$ cat src/sv/sfs_pkg.sv
// ----------------------------------------------------------------------------
// sfs_pkg: shared types and constants for the full-step stepper sequencer
// Holds the command and status codes, register map, limits and phase table.
// ----------------------------------------------------------------------------
`default_nettype none

package sfs_pkg;

	localparam int unsigned CountW  = 14;
	localparam int unsigned DelayW  = 14;
	localparam int unsigned PctW    = 6;
	localparam int unsigned PwmW    = 8;
	localparam int unsigned AddrW   = 3;
	localparam int unsigned DataW   = 32;

	localparam logic [CountW-1:0] MaxSteps   = 14'd10000;
	localparam logic [DelayW-1:0] DelayMin   = 14'd500;
	localparam logic [DelayW-1:0] DelayMax   = 14'd10000;
	localparam logic [DelayW-1:0] DelayReset = 14'd2000;
	localparam logic [PctW-1:0]   PctMin     = 6'd10;
	localparam logic [PctW-1:0]   PctMax     = 6'd60;
	localparam logic [PctW-1:0]   PctReset   = 6'd40;
	// level for the reset percentage: 40*255/100
	localparam logic [PwmW-1:0]   PwmReset   = 8'd102;
	// 5243 / 2^19 approximates 1/100 closely enough for values below 2^14
	localparam logic [12:0]       RecipHundred = 13'd5243;
	localparam int unsigned       RecipShift   = 19;

	typedef enum logic [1:0] {
		OP_TICK    = 2'd0,
		OP_ENABLE  = 2'd1,
		OP_DISABLE = 2'd2,
		OP_MOVE    = 2'd3
	} op_t;

	typedef enum logic [1:0] {
		ST_OK        = 2'd0,
		ST_RANGE     = 2'd1,
		ST_DRIVE_OFF = 2'd2,
		ST_BUSY      = 2'd3
	} status_t;

	typedef enum logic {
		REG_STEP_DELAY    = 1'b0,
		REG_DRIVE_PERCENT = 1'b1
	} reg_idx_t;

	// bridge inputs per phase: bit3 A+, bit2 A-, bit1 B+, bit0 B-
	function automatic logic [3:0] coil_pattern(input logic [1:0] phase);
		logic [3:0] pat;
		case (phase)
			2'd0:    pat = 4'hA;
			2'd1:    pat = 4'h6;
			2'd2:    pat = 4'h5;
			2'd3:    pat = 4'h9;
			default: pat = 4'h0;
		endcase
		return pat;
	endfunction

endpackage

`default_nettype wire

$ cat src/sv/sfs_if.sv
// ----------------------------------------------------------------------------
// sfs_if: request channels of the full-step stepper sequencer
// Command channel into the block and result channel out of it.
// ----------------------------------------------------------------------------
`default_nettype none

interface sfs_cmd_if;
	logic        valid;
	logic        ready;
	logic [1:0]  op;
	logic        forward;
	logic [13:0] step_count;

	modport source (output valid, op, forward, step_count, input ready);
	modport sink   (input valid, op, forward, step_count, output ready);
endinterface

interface sfs_res_if;
	logic       valid;
	logic       ready;
	logic [3:0] coil_drive;
	logic [7:0] pwm_level;
	logic       driver_on;
	logic       busy_res;
	logic [1:0] phase_now;
	logic [1:0] status;

	modport source (output valid, coil_drive, pwm_level, driver_on, busy_res, phase_now,
		status, input ready);
	modport sink   (input valid, coil_drive, pwm_level, driver_on, busy_res, phase_now,
		status, output ready);
endinterface

`default_nettype wire

$ cat src/sv/stepper_full_step_sequencer_unit.sv
// ----------------------------------------------------------------------------
// stepper_full_step_sequencer_unit: four-phase full-step stepper sequencer
// Turns tick, enable, disable and move requests into bridge and PWM levels.
// ----------------------------------------------------------------------------
// Usage:
//   cmd  : one request per handshake (op, forward, step_count). A tick request
//          stands for one microsecond; moves run on these ticks.
//   res  : exactly one result per request, in order: coil pattern, PWM level,
//          driver state, busy flag, phase and move status.
//   APB  : step_delay_us at 0x0, drive_percent at 0x4; writes outside the
//          legal range are dropped. Write only while no request is in flight.
// A request is registered in the input stage, then in the result register that
// holds the state update. One request is taken every cycle as long as the
// result register empties; the input stage and the result register form a
// two-deep queue, so a stalled receiver backs up into cmd.ready only once both
// are full.
// Reset leaves the driver off, phase 0, no move running, delay 2000 ticks and
// drive 40 percent. A disable aborts any running move.
// ----------------------------------------------------------------------------
`default_nettype none

module stepper_full_step_sequencer_unit
	import sfs_pkg::*;
(
	input  wire logic             clk,
	input  wire logic             arst_n,
	sfs_cmd_if.sink               cmd,
	sfs_res_if.source             res,
	input  wire logic             psel,
	input  wire logic             penable,
	input  wire logic             pwrite,
	input  wire logic [AddrW-1:0] paddr,
	input  wire logic [DataW-1:0] pwdata,
	output logic      [DataW-1:0] prdata,
	output logic                  pready
);

	// configuration
	logic [DelayW-1:0] step_delay_q;
	logic [PctW-1:0]   drive_pct_q;
	logic [PwmW-1:0]   pwm_lvl_q;

	// sequencer state
	logic              enabled_q;
	logic [1:0]        phase_q;
	logic [CountW-1:0] steps_left_q;
	logic [DelayW-1:0] delay_left_q;
	logic              dir_q;

	// input stage
	logic              valid_s1;
	op_t               op_s1;
	logic              fwd_s1;
	logic [CountW-1:0] count_s1;

	// result stage
	logic              valid_s2;
	logic [3:0]        coil_s2;
	logic [PwmW-1:0]   pwm_s2;
	logic              on_s2;
	logic              busy_s2;
	logic [1:0]        phase_s2;
	status_t           status_s2;

	logic              advance;
	logic              wr_en;
	reg_idx_t          wr_idx;
	logic [DelayW-1:0] wr_delay;
	logic [PctW-1:0]   wr_pct;
	logic [13:0]       pct_x255;
	logic [26:0]       pwm_prod;

	logic              enabled_d;
	logic [1:0]        phase_d;
	logic [CountW-1:0] steps_left_d;
	logic [DelayW-1:0] delay_left_d;
	logic              dir_d;
	status_t           status_d;
	logic [DelayW-1:0] delay_dec;
	logic [1:0]        phase_step;

	// ------------------------------------------------------------------ APB
	assign pready   = 1'b1;
	assign wr_en    = psel && penable && pwrite;
	assign wr_idx   = reg_idx_t'(paddr[2]);
	assign wr_delay = pwdata[DelayW-1:0];
	assign wr_pct   = pwdata[PctW-1:0];
	assign pct_x255 = {wr_pct, 8'b0} - {8'b0, wr_pct};
	assign pwm_prod = pct_x255 * RecipHundred;

	always_comb begin
		case (wr_idx)
			REG_STEP_DELAY:    prdata = {{(DataW-DelayW){1'b0}}, step_delay_q};
			REG_DRIVE_PERCENT: prdata = {{(DataW-PctW){1'b0}}, drive_pct_q};
			default:           prdata = '0;
		endcase
	end

	always_ff @(posedge clk or negedge arst_n) begin
		if (!arst_n) begin
			step_delay_q <= DelayReset;
			drive_pct_q  <= PctReset;
			pwm_lvl_q    <= PwmReset;
		end else if (wr_en) begin
			case (wr_idx)
				REG_STEP_DELAY: begin
					if (wr_delay >= DelayMin && wr_delay <= DelayMax) begin
						step_delay_q <= wr_delay;
					end
				end
				REG_DRIVE_PERCENT: begin
					if (wr_pct >= PctMin && wr_pct <= PctMax) begin
						drive_pct_q <= wr_pct;
						pwm_lvl_q   <= pwm_prod[RecipShift +: PwmW];
					end
				end
				default: ;
			endcase
		end
	end

	// ------------------------------------------------------------ handshake
	assign advance   = valid_s1 && (!valid_s2 || res.ready);
	assign cmd.ready = !valid_s1 || advance;

	always_ff @(posedge clk or negedge arst_n) begin
		if (!arst_n) begin
			valid_s1 <= 1'b0;
		end else if (cmd.ready) begin
			valid_s1 <= cmd.valid;
		end
	end

	always_ff @(posedge clk) begin
		if (cmd.valid && cmd.ready) begin
			op_s1    <= op_t'(cmd.op);
			fwd_s1   <= cmd.forward;
			count_s1 <= cmd.step_count;
		end
	end

	// ------------------------------------------------------- state update
	assign delay_dec  = delay_left_q - 1'b1;

	always_comb begin
		enabled_d    = enabled_q;
		phase_d      = phase_q;
		steps_left_d = steps_left_q;
		delay_left_d = delay_left_q;
		dir_d        = dir_q;
		status_d     = ST_OK;
		phase_step   = dir_q ? 2'd1 : 2'd3;
		case (op_s1)
			OP_TICK: begin
				if (delay_left_q != '0) begin
					delay_left_d = delay_dec;
					// delay ran out with steps pending: take the next step, reload
					if (delay_dec == '0 && steps_left_q != '0) begin
						phase_d      = phase_q + phase_step;
						steps_left_d = steps_left_q - 1'b1;
						delay_left_d = step_delay_q;
					end
				end
			end
			OP_ENABLE: begin
				enabled_d = 1'b1;
			end
			OP_DISABLE: begin
				enabled_d    = 1'b0;
				steps_left_d = '0;
				delay_left_d = '0;
			end
			OP_MOVE: begin
				if (count_s1 == '0 || count_s1 > MaxSteps) begin
					status_d = ST_RANGE;
				end else if (!enabled_q) begin
					status_d = ST_DRIVE_OFF;
				end else if (delay_left_q != '0) begin
					status_d = ST_BUSY;
				end else begin
					dir_d        = fwd_s1;
					phase_d      = phase_q + (fwd_s1 ? 2'd1 : 2'd3);
					steps_left_d = count_s1 - 1'b1;
					delay_left_d = step_delay_q;
				end
			end
			default: ;
		endcase
	end

	always_ff @(posedge clk or negedge arst_n) begin
		if (!arst_n) begin
			enabled_q    <= 1'b0;
			phase_q      <= 2'd0;
			steps_left_q <= '0;
			delay_left_q <= '0;
			dir_q        <= 1'b0;
		end else if (advance) begin
			enabled_q    <= enabled_d;
			phase_q      <= phase_d;
			steps_left_q <= steps_left_d;
			delay_left_q <= delay_left_d;
			dir_q        <= dir_d;
		end
	end

	// ------------------------------------------------------- result register
	always_ff @(posedge clk or negedge arst_n) begin
		if (!arst_n) begin
			valid_s2 <= 1'b0;
		end else if (advance) begin
			valid_s2 <= 1'b1;
		end else if (res.ready) begin
			valid_s2 <= 1'b0;
		end
	end

	always_ff @(posedge clk) begin
		if (advance) begin
			coil_s2   <= enabled_d ? coil_pattern(phase_d) : 4'h0;
			pwm_s2    <= enabled_d ? pwm_lvl_q : '0;
			on_s2     <= enabled_d;
			busy_s2   <= (delay_left_d != '0);
			phase_s2  <= phase_d;
			status_s2 <= status_d;
		end
	end

	assign res.valid      = valid_s2;
	assign res.coil_drive = coil_s2;
	assign res.pwm_level  = pwm_s2;
	assign res.driver_on  = on_s2;
	assign res.busy_res   = busy_s2;
	assign res.phase_now  = phase_s2;
	assign res.status     = status_s2;

	// ------------------------------------------------------------ assertions
	a_steps_need_delay: assert property (@(posedge clk) disable iff (!arst_n)
		steps_left_q != '0 |-> delay_left_q != '0)
		else $error("steps pending with no delay running");

	a_off_is_idle: assert property (@(posedge clk) disable iff (!arst_n)
		!enabled_q |-> (delay_left_q == '0 && steps_left_q == '0))
		else $error("move state left over while driver off");

	a_delay_in_range: assert property (@(posedge clk) disable iff (!arst_n)
		step_delay_q >= DelayMin && step_delay_q <= DelayMax)
		else $error("step delay register out of range");

	a_off_outputs_zero: assert property (@(posedge clk) disable iff (!arst_n)
		(valid_s2 && !on_s2) |-> (coil_s2 == 4'h0 && pwm_s2 == '0))
		else $error("bridge driven while driver off");

	a_reject_holds_state: assert property (@(posedge clk) disable iff (!arst_n)
		(advance && status_d != ST_OK) |=>
			($stable(phase_q) && $stable(delay_left_q) && $stable(steps_left_q)))
		else $error("rejected move changed sequencer state");

endmodule

`default_nettype wire
$ cat src/flat_wrapper.sv
// flat-port wrapper written by rule: the top's interface ports become plain ports
module stepper_full_step_sequencer_unit_flat import sfs_pkg::*;
  (clk, arst_n, psel, penable, pwrite, paddr, pwdata, prdata, pready, cmd_valid, cmd_op, cmd_forward, cmd_step_count, cmd_ready, res_valid, res_coil_drive, res_pwm_level, res_driver_on, res_busy_res, res_phase_now, res_status, res_ready);
  sfs_cmd_if cmd_i ();
  sfs_res_if res_i ();
  input  wire logic clk;
  input  wire logic arst_n;
  input  wire logic psel;
  input  wire logic penable;
  input  wire logic pwrite;
  input  wire logic [AddrW-1:0] paddr;
  input  wire logic [DataW-1:0] pwdata;
  output logic      [DataW-1:0] prdata;
  output logic pready;
  input wire logic [$bits(cmd_i.valid)-1:0] cmd_valid;
  input wire logic [$bits(cmd_i.op)-1:0] cmd_op;
  input wire logic [$bits(cmd_i.forward)-1:0] cmd_forward;
  input wire logic [$bits(cmd_i.step_count)-1:0] cmd_step_count;
  output wire logic [$bits(cmd_i.ready)-1:0] cmd_ready;
  output wire logic [$bits(res_i.valid)-1:0] res_valid;
  output wire logic [$bits(res_i.coil_drive)-1:0] res_coil_drive;
  output wire logic [$bits(res_i.pwm_level)-1:0] res_pwm_level;
  output wire logic [$bits(res_i.driver_on)-1:0] res_driver_on;
  output wire logic [$bits(res_i.busy_res)-1:0] res_busy_res;
  output wire logic [$bits(res_i.phase_now)-1:0] res_phase_now;
  output wire logic [$bits(res_i.status)-1:0] res_status;
  input wire logic [$bits(res_i.ready)-1:0] res_ready;
  assign cmd_i.valid = cmd_valid;
  assign cmd_i.op = cmd_op;
  assign cmd_i.forward = cmd_forward;
  assign cmd_i.step_count = cmd_step_count;
  assign cmd_ready = cmd_i.ready;
  assign res_valid = res_i.valid;
  assign res_coil_drive = res_i.coil_drive;
  assign res_pwm_level = res_i.pwm_level;
  assign res_driver_on = res_i.driver_on;
  assign res_busy_res = res_i.busy_res;
  assign res_phase_now = res_i.phase_now;
  assign res_status = res_i.status;
  assign res_i.ready = res_ready;
  stepper_full_step_sequencer_unit u_core (.clk(clk), .arst_n(arst_n), .cmd(cmd_i), .res(res_i), .psel(psel), .penable(penable), .pwrite(pwrite), .paddr(paddr), .pwdata(pwdata), .prdata(prdata), .pready(pready));
endmodule
$ cat config.mk
export PLATFORM = sky130hd
export DESIGN_NAME = stepper_full_step_sequencer_unit_flat
export DESIGN_NICKNAME = d
export VERILOG_FILES = /design/src/sv/sfs_pkg.sv /design/src/sv/sfs_if.sv /design/src/sv/stepper_full_step_sequencer_unit.sv /design/src/flat_wrapper.sv
export SDC_FILE = /design/constraint.sdc
export NUM_CORES = 1
export LEC_CHECK = 0
export BUFFER_PORTS_ARGS = -buffer_cell sky130_fd_sc_hd__buf_4
export CAP_MARGIN = 20
export CORE_MARGIN = 1.5
export CORE_UTILIZATION = 40
export CTS_BUF_LIST = sky130_fd_sc_hd__clkbuf_16
export DETAILED_ROUTE_END_ITERATION = 6
export GPL_ROUTABILITY_DRIVEN = 0
export PLACE_DENSITY = 0.63
export SLEW_MARGIN = 5
export SYNTH_ARGS = -nofsm -noshare
export SYNTH_HDL_FRONTEND = slang
export SYNTH_SLANG_ARGS = --single-unit
$ cat constraint.sdc
create_clock -name clk -period 5.1 [get_ports clk]
set_clock_uncertainty 0.1 [all_clocks]
set_input_delay 0.51 -clock clk [delete_from_list [all_inputs] [get_ports clk]]
set_output_delay 0.51 -clock clk [all_outputs]
set_load 0.03 [all_outputs]
# After elaboration in Yosys (flattened, before gate mapping)
# Index checks and enable logic that the tools add are counted.
# word_totals
reg_bits,97
input_bits,59
wordCells,101
# op_classes
n_eq_ne,11
n_mul,1
n_lt_le_gt_ge,5
bitwise_logic,4
reduce_logical,26
add_sub_neg,6
n_mux,28
# ops
op,n
2-to-1 mux 14 bit,10
one-hot mux 14 bit (3 select lines),2
one-hot mux 32 bit (2 select lines),1
nonzero test 14 bit,3
subtractor 14 x 1 -> 14 bit (second input constant),3
logical NOT 14 bit,2
multiplier 14 x 13 -> 27 bit (second input constant),1
2-to-1 mux 2 bit,9
one-hot mux 4 bit (4 select lines),1
greater-or-equal comparator 14 x 9 -> 1 bit (second input constant),1
greater-than comparator 14 bit (second input constant),1
<= comparator 14 bit (second input constant),1
subtractor 14 x 6 -> 14 bit,1
== test 2 bit (second input constant),4
logical AND 1 bit,7
AND reduction 7 bit,1
greater-or-equal comparator 6 x 4 -> 1 bit (second input constant),1
<= comparator 6 bit (second input constant),1
!= test 2 x 1 -> 1 bit (second input constant),3
AND reduction 3 bit,2
AND reduction 5 bit,1
adder 2 bit,2
== test 2 x 1 -> 1 bit (second input constant),2
logical NOT 2 bit,2
10 further kinds,19

# Depth between registers and ports, before layout
# Gate-level depths: netlist of run 1.
# depth
ltp_word,8
ltp_mapped,29

# Least setup slack after synthesis of run 1
# Ideal clock, no wire load.
# synth_timing
path_type,input port to flip-flop
from,input pwdata[0]
to,register u_core.pwm_lvl_q[7]
arrival_time_ns,6.188
stages,25
required_ns,4.866
slack_ns,-1.322
setup_time_ns,0.134
n_path_buf,1
path_cell_list,clkbuf_1 inv_1 ha_1 nand3_1 nand3_1 xor2_1 inv_1 fa_1 ha_1 inv_1 fa_1 inv_1 fa_1 inv_1 fa_1 inv_1 ha_1 o21a_1 a221oi_1 nand3_1 nand2_1 o2111ai_1 o31ai_1 xnor2_1 o21ai_0
# synth_between
elab_chain_cells,3
word_cells_on_any_way,6
# synth_rtl
item,line,rtl
from (decl),flat_wrapper.sv:12,input wire logic [DataW-1:0] pwdata;
branches (longest 3 deep; another with multiplier 14 x 13 -> 27 bit),n/a,
to (signal assigned),stepper_full_step_sequencer_unit.sv:103,pwm_lvl_q <= PwmReset;
to (signal assigned),stepper_full_step_sequencer_unit.sv:114,pwm_lvl_q <= pwm_prod[RecipShift +: PwmW];
to (decl),stepper_full_step_sequencer_unit.sv:41,logic [PwmW-1:0] pwm_lvl_q;
# Parallel ways; which one is timed is not known.
# A chain may end at the register's enable or synchronous reset.

# Final worst setup path of run 1
# Same ends and word-level chain as after synthesis.

==> results of run 1 <==
-- path summary, 6_finish.rpt --
kind / start / end / slack [ns] / cells past startpoint
max in group asynchronous: arst_n / u_core.delay_left_q[8] / 4.20 / 1
min in group clk: cmd_step_count[4] / u_core.count_s1[4] / 0.21 / 1
min: arst_n / u_core.steps_left_q[13] / 0.12 / 1
min reg2reg: u_core.pwm_lvl_q[1] / u_core.pwm_lvl_q[1] / 0.36 / 2
max reg2reg: u_core.delay_left_q[0] / u_core.res.busy_res / 1.06 / 11
max: pwdata[0] / u_core.pwm_lvl_q[7] / -0.41 / 28
-- power breakdown --
part           internal (mW)  total, mW  leakage (nW)  switching [mW]
registers              0.982       1.18          1.05           0.196
logic                   1.53       3.23          3.95            1.70
clock network          0.400      0.749         0.161           0.349
total                   2.91       5.16          5.16            2.25
-- kinds of logic (layout without fill, tap and decap cells) --
group | after synthesis | count (layout) | share of synthesized area, %
AOI/OAI and AO/OA | 209 | 209 | 15.1
DFF | 97 | 97 | 27.5
buffers and inverters | 194 | 305 | 9.02
other | 2 | 19 | 0.0789
and+or+nand+nor | 261 | 261 | 14.8
muxes | 37 | 37 | 4.18
xor gates and xnor gates | 24 | 24 | 2.21
adders and majority gates | 170 | 170 | 27.2
-- flip-flops by register name (all words and copies together), names as in the netlist, 2 cells and up --
| register | count |
|---|---|
| u_core.step_delay_q | 14 |
| u_core.phase_q | 2 |
| u_core.drive_pct_q | 6 |
| u_core.count_s1 | 14 |
| u_core.res.phase_now | 2 |
| u_core.res.status | 2 |
| u_core.pwm_lvl_q | 8 |
| u_core.steps_left_q | 14 |
| u_core.op_s1 | 2 |
| u_core.delay_left_q | 14 |
| u_core.res.coil_drive | 4 |
| u_core.res.pwm_level | 8 |
-- final cells by class --
type	count	share of cell area (%)
clock buffer	9	1.95
clock inverter	7	0.977
inverter	136	4.47
multi-input combinational	720	56.3
sequential	97	22.7
tap	319	3.46
timing repair buffer	153	10.1
-- layout by cell type, fill, tap and decap left out, types with 5 or more instances in the layout --
cell type and instances:
dfstp_2 12, nand3_1 13, nor3_1 16, a211oi_1 6, edfxtp_1 35, dfrtp_1 50
ha_4 12, nand2b_1 19, o21ai_1 16, clkbuf_16 9, nand3b_1 5, xnor2_1 8
a21oi_1 48, and2_1 8, nand4_1 8, mux2i_1 15, o22a_1 9, mux2_2 22
conb_1 19, a22oi_1 7, nor2b_1 23, inv_2 11, a31oi_1 6, o21a_1 6
inv_1 122, xor2_1 11, nor3b_1 5, nor2_1 51, o21ai_0 44, buf_4 149
nand2_1 64, o21ai_2 7, fa_1 57, ha_1 94, nand2_2 6
-- timing repair --
action                                  4_1_cts  5_1_grt
pin swaps                                    25       22
buffers inserted                              5        6
endpoints found under the setup margin        8        8
gates resized for setup                      32       23
-- through the flow --
stage               setup slack, ns  setup TNS, ns  cells
floorplan                    -0.750          -3.84   1011
global placement             -0.836          -5.57   1413
detailed placement           -0.891          -5.91   1413
CTS                          -0.306          -1.58   1434
global route                 -0.623          -4.39   1441
finish                       -0.410          -2.66   1441
-- critical path: cells and delay by family --
kind                       cells  cell delay (ns)
buffers and inverters          9             0.86
AOI/OAI and AO/OA              5             0.89
and+or+nand+nor                7             1.03
xor gates and xnor gates       1             0.14
adders and majority gates      6             2.21
-- cells in the mapped netlist, types with 4 or more instances --
master    number
inv_1        135
ha_1         109
nand2_1       68
fa_1          61
nor2_1        56
o21ai_0       53
a21oi_1       51
dfrtp_1       50
edfxtp_1      35
clkbuf_1      25
nor2b_1       23
mux2_2        22
buf_4         20
nand2b_1      19
nand3_1       17
nor3_1        17
mux2i_1       15
dfstp_2       12
xnor2_1       12
xor2_1        12
o21ai_1        9
o22a_1         9
and2_1         8
buf_2          8
nand4_1        8
a211oi_1       7
a22oi_1        7
a31oi_1        7
o21a_1         6
nand3b_1       5
nor3b_1        5
o21ai_2        5
a21o_1         4
nor4_1         4
o32a_1         4
or4_1          4
-- per-layer routing --
layer	vias to the layer above	wire, µm	global-route usage, %
li1	3649	-	-
met4	0	492	6.29
met5	-	0	0
met3	35	685	1.93
met1	3664	9960	24.7
met2	146	11700	33.8
==> impl_metrics.py, run 1 <==
metrics = {
    "outcome": {
        "outcome": "finished with violations",
        "violations": "negative setup slack",
    },
    "yosys": {
        "synth_top_cell_area_share_pct": 14.3,
        "synth_edf_count": 35,
        "syn_inst": 994,
        "ys_types": 89,
        "ys_ff_latch": 97,
        "postSynthAreaPerCell_um2": 9.58,
        "async_reset_ff_share_pct": 63.9,
        "synth_flop_cell": "dfrtp_1",
        "yosysWarnings": 0,
        "syn_area_um2": 9520,
        "seq_area_frac_synth_pct": 27.5,
        "yosysTopAreaCell": "ha_1",
        "yosys-top-cells-area": "ha_1 (14%), dfrtp_1 (13%), fa_1 (13%), edfxtp_1 (11%), inv_1 (5.3%)",
    },
    "drt": {
        "drtPass1Iterations": 5,
        "vias_per_cell": 5.20,
        "route.detailed.wl_per_inst_um": 15.9,
        "drc": 0,
        "vias": 7494,
        "ant_nets": 0,
        "drtIter0Drc": 382,
        "wl_um": 22800,
    },
    "finish": {
        "n_antenna_cell": 0,
        "fin_util_pct": 49.2,
        "nFillCells": 2198,
        "drive_above_1_share_pct": 26.5,
        "final_nets": 1346,
        "seq_area_um2": 2620,
        "postLayoutCellArea_um2": 11500,
        "syn2layout_area_growth_pct": 21.0,
        "multi_input_area_um2": 6490,
    },
    "sta": {
        "whs_ns": 0.116,
        "fin_crit_sh_pct": 108,
        "drv_slew": 0,
        "period_minus_slack_ns": 5.51,
        "finalSetupViolations": 8,
        "setup_slack_ns": -0.410,
        "hold_viol_final": 0,
        "tightest_slew_ns": 0.907,
        "relSlewSlack_pct": 39.6,
        "rsz0062_at_grt": "yes",
        "fmax_ghz": 0.181,
    },
    "placed_design": {
        "portBuffers": 72,
        "placed_area_um2": 10800,
        "hpwlAfterDp_um": 18000,
    },
    "critical_path": {
        "crit_type": "input port to flip-flop",
        "critPathMaxStageDelay_ns": 0.54,
        "start_kind": "input port",
        "crit_path_end_kind": "flip-flop",
        "crit_required_ns": 5.22,
        "crit_arrival_ns": 5.63,
        "cp_max_fo": 5,
        "crit_path_top_delay_cell": "fa_1",
    },
    "clock_tree": {
        "h-tree-depth": 3,
        "clockRootBuffer": "clkbuf_16",
        "clkSlewWorstSetupHoldPaths_ns": 0.08,
        "clock_latency_ns": 0.37,
        "cts.sinks": 97,
        "postCtsHoldBufs": 0,
        "cts_buffers": 9,
        "clockBufferDepth": 2,
        "cts_tree": "yes",
    },
    "die": {
        "rows": 56,
        "core_um2": 23400,
        "start_util_pct": 40.7,
        "die_area_um2": 24700,
        "die_x_um": 157,
        "die_y_um": 157,
        "pin_count": 112,
    },
    "grt": {
        "antenna_found_initial": 0,
        "grt_start_max_net_pins": 63,
        "globalRouteOverflowTotal": 0,
        "grt_pass1_wl_um": 37400,
        "grt.total_usage_pct": 19.2,
        "grt_pass1_vias": 7384,
    },
    "power": {
        "power_mw": 5.16,
        "power.leakage_nw": 5.16,
        "ir_drop_mv": 0.344,
        "power_density_nw_per_um2": 447,
    },
    "run": {
        "maxCapViolCount": 0,
    },
    "worst_hold_path": {
        "hold_path_class": "input port to async pin",
    },
}
Note: power is estimated with default switching activity, not from simulation.
==> inputs of run 2 (changes only) <==
--- a/config.mk
+++ b/config.mk
@@ -12,7 +12,7 @@
 export CTS_BUF_LIST = sky130_fd_sc_hd__clkbuf_16
 export DETAILED_ROUTE_END_ITERATION = 6
 export GPL_ROUTABILITY_DRIVEN = 0
-export PLACE_DENSITY = 0.63
+export PLACE_DENSITY = 0.6
 export SLEW_MARGIN = 5
 export SYNTH_ARGS = -nofsm -noshare
 export SYNTH_HDL_FRONTEND = slang
==> impl_metrics.py, run 2 (same netlist as run 1, synthesis figures left out) <==
metrics = {
    "outcome": {
        "outcome": "finished with violations",
        "violations": "negative setup slack",
    },
    "clock_tree": {
        "h-tree-depth": 3,
        "clock_latency_ns": 0.36,
        "cts_tree": "yes",
        "cts_buffers": 9,
        "cts.sinks": 97,
        "clkSlewWorstSetupHoldPaths_ns": 0.08,
        "clockBufferDepth": 2,
        "clockRootBuffer": "clkbuf_16",
    },
    "sta": {
        "tightest_slew_ns": 0.984,
        "fmax_ghz": 0.183,
        "relSlewSlack_pct": 34.1,
        "setup-tns-final_ns": -1.91,
        "period_minus_slack_ns": 5.46,
        "rsz0062_at_grt": "yes",
        "finalSetupViolations": 8,
        "whs_ns": 0.111,
        "drv_slew": 0,
        "setup_slack_ns": -0.360,
        "hold_viol_final": 0,
        "fin_crit_sh_pct": 107,
    },
    "run": {
        "maxCapViolCount": 0,
    },
    "grt": {
        "antenna_found_initial": 0,
        "grt_pass1_vias": 7334,
        "grt.total_usage_pct": 19.6,
        "grt_start_max_net_pins": 63,
        "globalRouteOverflowTotal": 0,
        "grt_pass1_wl_um": 37800,
    },
    "critical_path": {
        "crit_type": "input port to flip-flop",
        "cp_common_cell": "fa_1",
        "cp_max_fo": 5,
        "crit_arrival_ns": 5.58,
        "crit_path_end_kind": "flip-flop",
        "crit_required_ns": 5.22,
        "start_kind": "input port",
        "crit_path_top_delay_cell": "fa_2",
        "critPathMaxStageDelay_ns": 0.55,
        "regToRegSetupSlack_ns": 0.77,
    },
    "power": {
        "switching_power_mw": 2.22,
        "power.leakage_nw": 5.18,
        "swShare_pct": 43.7,
        "combinationalPowerShare_pct": 62.6,
        "power_mw": 5.08,
        "ir_drop_mv": 0.277,
        "power_density_nw_per_um2": 440,
        "pwr-share-clk_pct": 14.2,
        "p_int_mw": 2.86,
        "seq_power_share_pct": 23.1,
    },
    "drt": {
        "vias_per_cell": 5.18,
        "met1_length_um": 10400,
        "drc": 0,
        "drtPass1Iterations": 6,
        "wl_met2_um": 11900,
        "wl_um": 23300,
        "ant_nets": 0,
        "route.detailed.wl_per_inst_um": 16.1,
        "drtIter0Drc": 467,
        "wl_met3_um": 521,
        "topRoutingLayerUsed": "met4",
        "vias": 7485,
    },
    "die": {
        "die_area_um2": 24700,
        "rows": 56,
        "die_y_um": 157,
        "start_util_pct": 40.7,
        "core_um2": 23400,
        "die_x_um": 157,
        "pin_count": 112,
    },
    "finish": {
        "final_common_cell": "buf_4",
        "drive_above_1_share_pct": 27.4,
        "n_antenna_cell": 0,
        "final_nets": 1350,
        "final_cell_mix": "buf_4 (150), inv_1 (118), ha_1 (95)",
        "syn2layout_area_growth_pct": 21.2,
    },
    "placed_design": {
        "dp_slack_ns": -0.918,
        "portBuffers": 72,
        "hpwlAfterDp_um": 18200,
    },
    "worst_hold_path": {
        "hold_path_class": "input port to async pin",
    },
}
-- run 2: final timing paths --
path,start,endpoint,depth (start not counted)
max,pwdata[0],u_core.pwm_lvl_q[7],25
min,arst_n,u_core.steps_left_q[3],1
max reg2reg,u_core.delay_left_q[0],u_core.res.coil_drive[3],12
min reg2reg,u_core.pwm_lvl_q[2],u_core.pwm_lvl_q[2],2
max in group asynchronous,arst_n,u_core.delay_left_q[12],1
min in group clk,cmd_step_count[13],u_core.count_s1[13],1
-- run 2: per-layer routing --
layer / global-route usage (%) / vias to the layer above
met3: 2.42 / 30
met5: 0 / -
met2: 33.9 / 114
met1: 25.6 / 3674
li1: - / 3667
met4: 5.88 / 0
-- run 2: metrics by stage --
stage,util [%],cells,cell area [µm²]
floorplan,-,1011,9730
global placement,46.3,1416,10800
detailed placement,46.3,1416,10800
CTS,48.7,1439,11400
global route,49.3,1445,11500
finish,49.3,1445,11500
-- run 2: critical path: cells and delay by family --
kind	cells	cell delay [ns]
adders and majority gates	6	2.44
xor gates and xnor gates	1	0.15
buffers and inverters	6	0.46
AOI/OAI and AO/OA	7	1.25
and+or+nand+nor	5	0.76
-- run 2: cell type report --
type	count	area (µm²)
inverters	136	518
flip-flops and latches	97	2620
well taps	319	399
fillers	2205	11900
multi-input cells	720	6470
clock inverters	7	98.8
repair buffers	157	1200
clock buffers	9	225
-- run 2: power by group through the flow --
stage                     logic [mW]  clock network (mW)  registers (mW)
after detailed placement        2.63                   0            1.19
after global routing            3.60               0.773            1.20
after global placement          2.57                   0            1.18
after CTS                       2.94               0.738            1.17
after floorplan                 1.91                   0            1.12
final                           3.18               0.722            1.18
-- run 2: repair_timing --
item,4_1_cts,5_1_grt
pin swaps,30,16
hold buffers,0,0
gates resized for setup,33,28
setup buffers,7,6
endpoints found under the setup margin,8,8
==> inputs of run 3 (changes only) <==
--- a/config.mk
+++ b/config.mk
@@ -10,9 +10,12 @@
 export CORE_MARGIN = 1.5
 export CORE_UTILIZATION = 40
 export CTS_BUF_LIST = sky130_fd_sc_hd__clkbuf_16
+export CTS_CLUSTER_DIAMETER = 60
 export DETAILED_ROUTE_END_ITERATION = 6
 export GPL_ROUTABILITY_DRIVEN = 0
 export PLACE_DENSITY = 0.6
+export RECOVER_POWER = 25
+export SETUP_SLACK_MARGIN = 0.05
 export SLEW_MARGIN = 5
 export SYNTH_ARGS = -nofsm -noshare
 export SYNTH_HDL_FRONTEND = slang
==> impl_metrics.py, run 3 (same netlist as run 1, synthesis figures left out) <==
metrics = {
    "die": {
        "rows": 56,
        "die_area_um2": 24700,
        "die_y_um": 157,
        "die_x_um": 157,
        "start_util_pct": 40.7,
        "pin_count": 112,
        "core_um2": 23400,
    },
    "clock_tree": {
        "clock_latency_ns": 0.37,
        "cts.sinks": 97,
        "clockBufferDepth": 2,
        "cts_buffers": 9,
        "clockRootBuffer": "clkbuf_16",
        "postCtsHoldBufs": 0,
        "clkSlewWorstSetupHoldPaths_ns": 0.08,
        "cts_tree": "yes",
        "h-tree-depth": 3,
    },
    "power": {
        "power.leakage_nw": 5.17,
        "pwr-share-clk_pct": 14.2,
        "ir_drop_mv": 0.278,
        "p_int_mw": 2.86,
        "swShare_pct": 43.7,
        "switching_power_mw": 2.22,
        "seq_power_share_pct": 23.1,
        "power_density_nw_per_um2": 441,
        "combinationalPowerShare_pct": 62.6,
    },
    "critical_path": {
        "r2r-end": "u_core.res.coil_drive[3]",
        "critPathMaxStageDelay_ns": 0.55,
        "cp_common_cell": "fa_1",
        "crit_required_ns": 5.22,
        "critPathBufInv": 6,
        "crit_path_end_kind": "flip-flop",
        "critPathTopFamily": "adder cells",
        "crit_type": "input port to flip-flop",
        "start_kind": "input port",
        "r2r_start": "u_core.delay_left_q[0]",
        "cp_max_fo": 5,
        "crit_path_top_delay_cell": "fa_2",
        "regToRegSetupSlack_ns": 0.77,
        "r2r_cells": 12,
        "worstSetupPathDepth": 25,
        "crit_arrival_ns": 5.58,
    },
    "sta": {
        "fin_crit_sh_pct": 107,
        "relSlewSlack_pct": -129,
        "tightest_slew_ns": 3.44,
        "rsz0062_at_grt": "yes",
        "hold_viol_final": 0,
        "fmax_ghz": 0.183,
        "drv_slew": 63,
        "setup_slack_ns": -0.359,
        "finalSetupViolations": 8,
        "period_minus_slack_ns": 5.46,
    },
    "drt": {
        "wl_um": 23300,
        "route.detailed.wl_per_inst_um": 16.1,
        "drtIter0Drc": 461,
        "vias_per_cell": 5.19,
        "drc": 0,
        "vias": 7493,
        "drtPass1Iterations": 4,
        "ant_nets": 0,
    },
    "finish": {
        "syn2layout_area_growth_pct": 21.1,
        "fin_util_pct": 49.3,
        "postLayoutCellArea_um2": 11500,
        "final_nets": 1350,
        "nFillCells": 2207,
        "drive_above_1_share_pct": 27.3,
        "seq_area_um2": 2620,
        "n_antenna_cell": 0,
        "final_common_cell": "buf_4",
        "final_cell_mix": "buf_4 (132), inv_1 (118), ha_1 (95)",
        "multi_input_area_um2": 6470,
    },
    "placed_design": {
        "hpwlAfterDp_um": 18200,
        "portBuffers": 72,
        "placed_area_um2": 10800,
    },
    "worst_hold_path": {
        "min_to": "u_core.count_s1[13]",
        "hold_path_class": "input port to flip-flop",
        "hold_start": "cmd_step_count[13]",
        "whs_path_depth": 1,
    },
    "outcome": {
        "violations": "max-capacitance violations, max-slew violations, negative setup slack",
        "outcome": "finished with violations",
    },
    "grt": {
        "grt.total_usage_pct": 19.6,
        "grt_pass1_wl_um": 37800,
        "grt_start_max_net_pins": 63,
        "globalRouteOverflowTotal": 0,
        "grt_pass1_vias": 7334,
        "antenna_found_initial": 0,
    },
    "run": {
        "maxCapViolCount": 1,
    },
}
==> run 3: routing by layer <==
metal,vias up,GRT usage [%],wire (µm)
li1,3666,-,-
met1,3681,25.6,10400
met2,114,33.9,11900
met3,32,2.42,510
met4,0,5.88,454
met5,-,0,0
==> run 3: worst max path at each step <==
| stage | end | from | slack (ns) |
|---|---|---|---|
| after CTS | u_core.pwm_lvl_q[7] | pwdata[2] | -0.34 |
| after global routing | u_core.pwm_lvl_q[6] | pwdata[2] | -0.56 |
| after global placement | u_core.pwm_lvl_q[7] | pwdata[1] | -0.82 |
| after floorplan | u_core.pwm_lvl_q[7] | pwdata[2] | -0.75 |
| after detailed placement | u_core.pwm_lvl_q[7] | pwdata[1] | -0.92 |
| final | u_core.pwm_lvl_q[7] | pwdata[0] | -0.36 |
==> run 3: repair_timing <==
action,CTS,global route
pin swaps,30,16
endpoints found under the hold margin,0,0
setup buffers,7,6
gates resized for setup,33,28
setup endpoints to repair,8,8
==> run 3: stage by stage <==
step                      worst slack [ns]  setup TNS, ns  hold WS (ns)  cells  total power, mW
after floorplan                     -0.750          -3.84         0.114   1011             3.02
after detailed placement            -0.918          -6.01         0.353   1416             3.81
final                               -0.359          -1.90         0.236   1445             5.08
after global routing                -0.562          -3.57         0.216   1445             5.57
after CTS                           -0.339          -2.03         0.168   1439             4.85
after global placement              -0.824          -5.29         0.350   1416             3.76
==> run 3: power groups by stage <==
stage          clock, mW  combinational [mW]  sequential (mW)
6_report           0.722                3.18             1.18
5_1_grt            0.773                3.60             1.20
4_1_cts            0.738                2.94             1.17
3_5_place_dp           0                2.63             1.19
3_3_place_gp           0                2.57             1.18
2_1_floorplan          0                1.91             1.12
==> run 3: layout make-up <==
class	instances	share of cell area, %
multi-input cells	720	56.1
flip-flops and latches	97	22.7
inverters	136	4.49
clock inverters	7	0.857
well taps	319	3.46
clock buffers	9	1.95
repair buffers	157	10.4
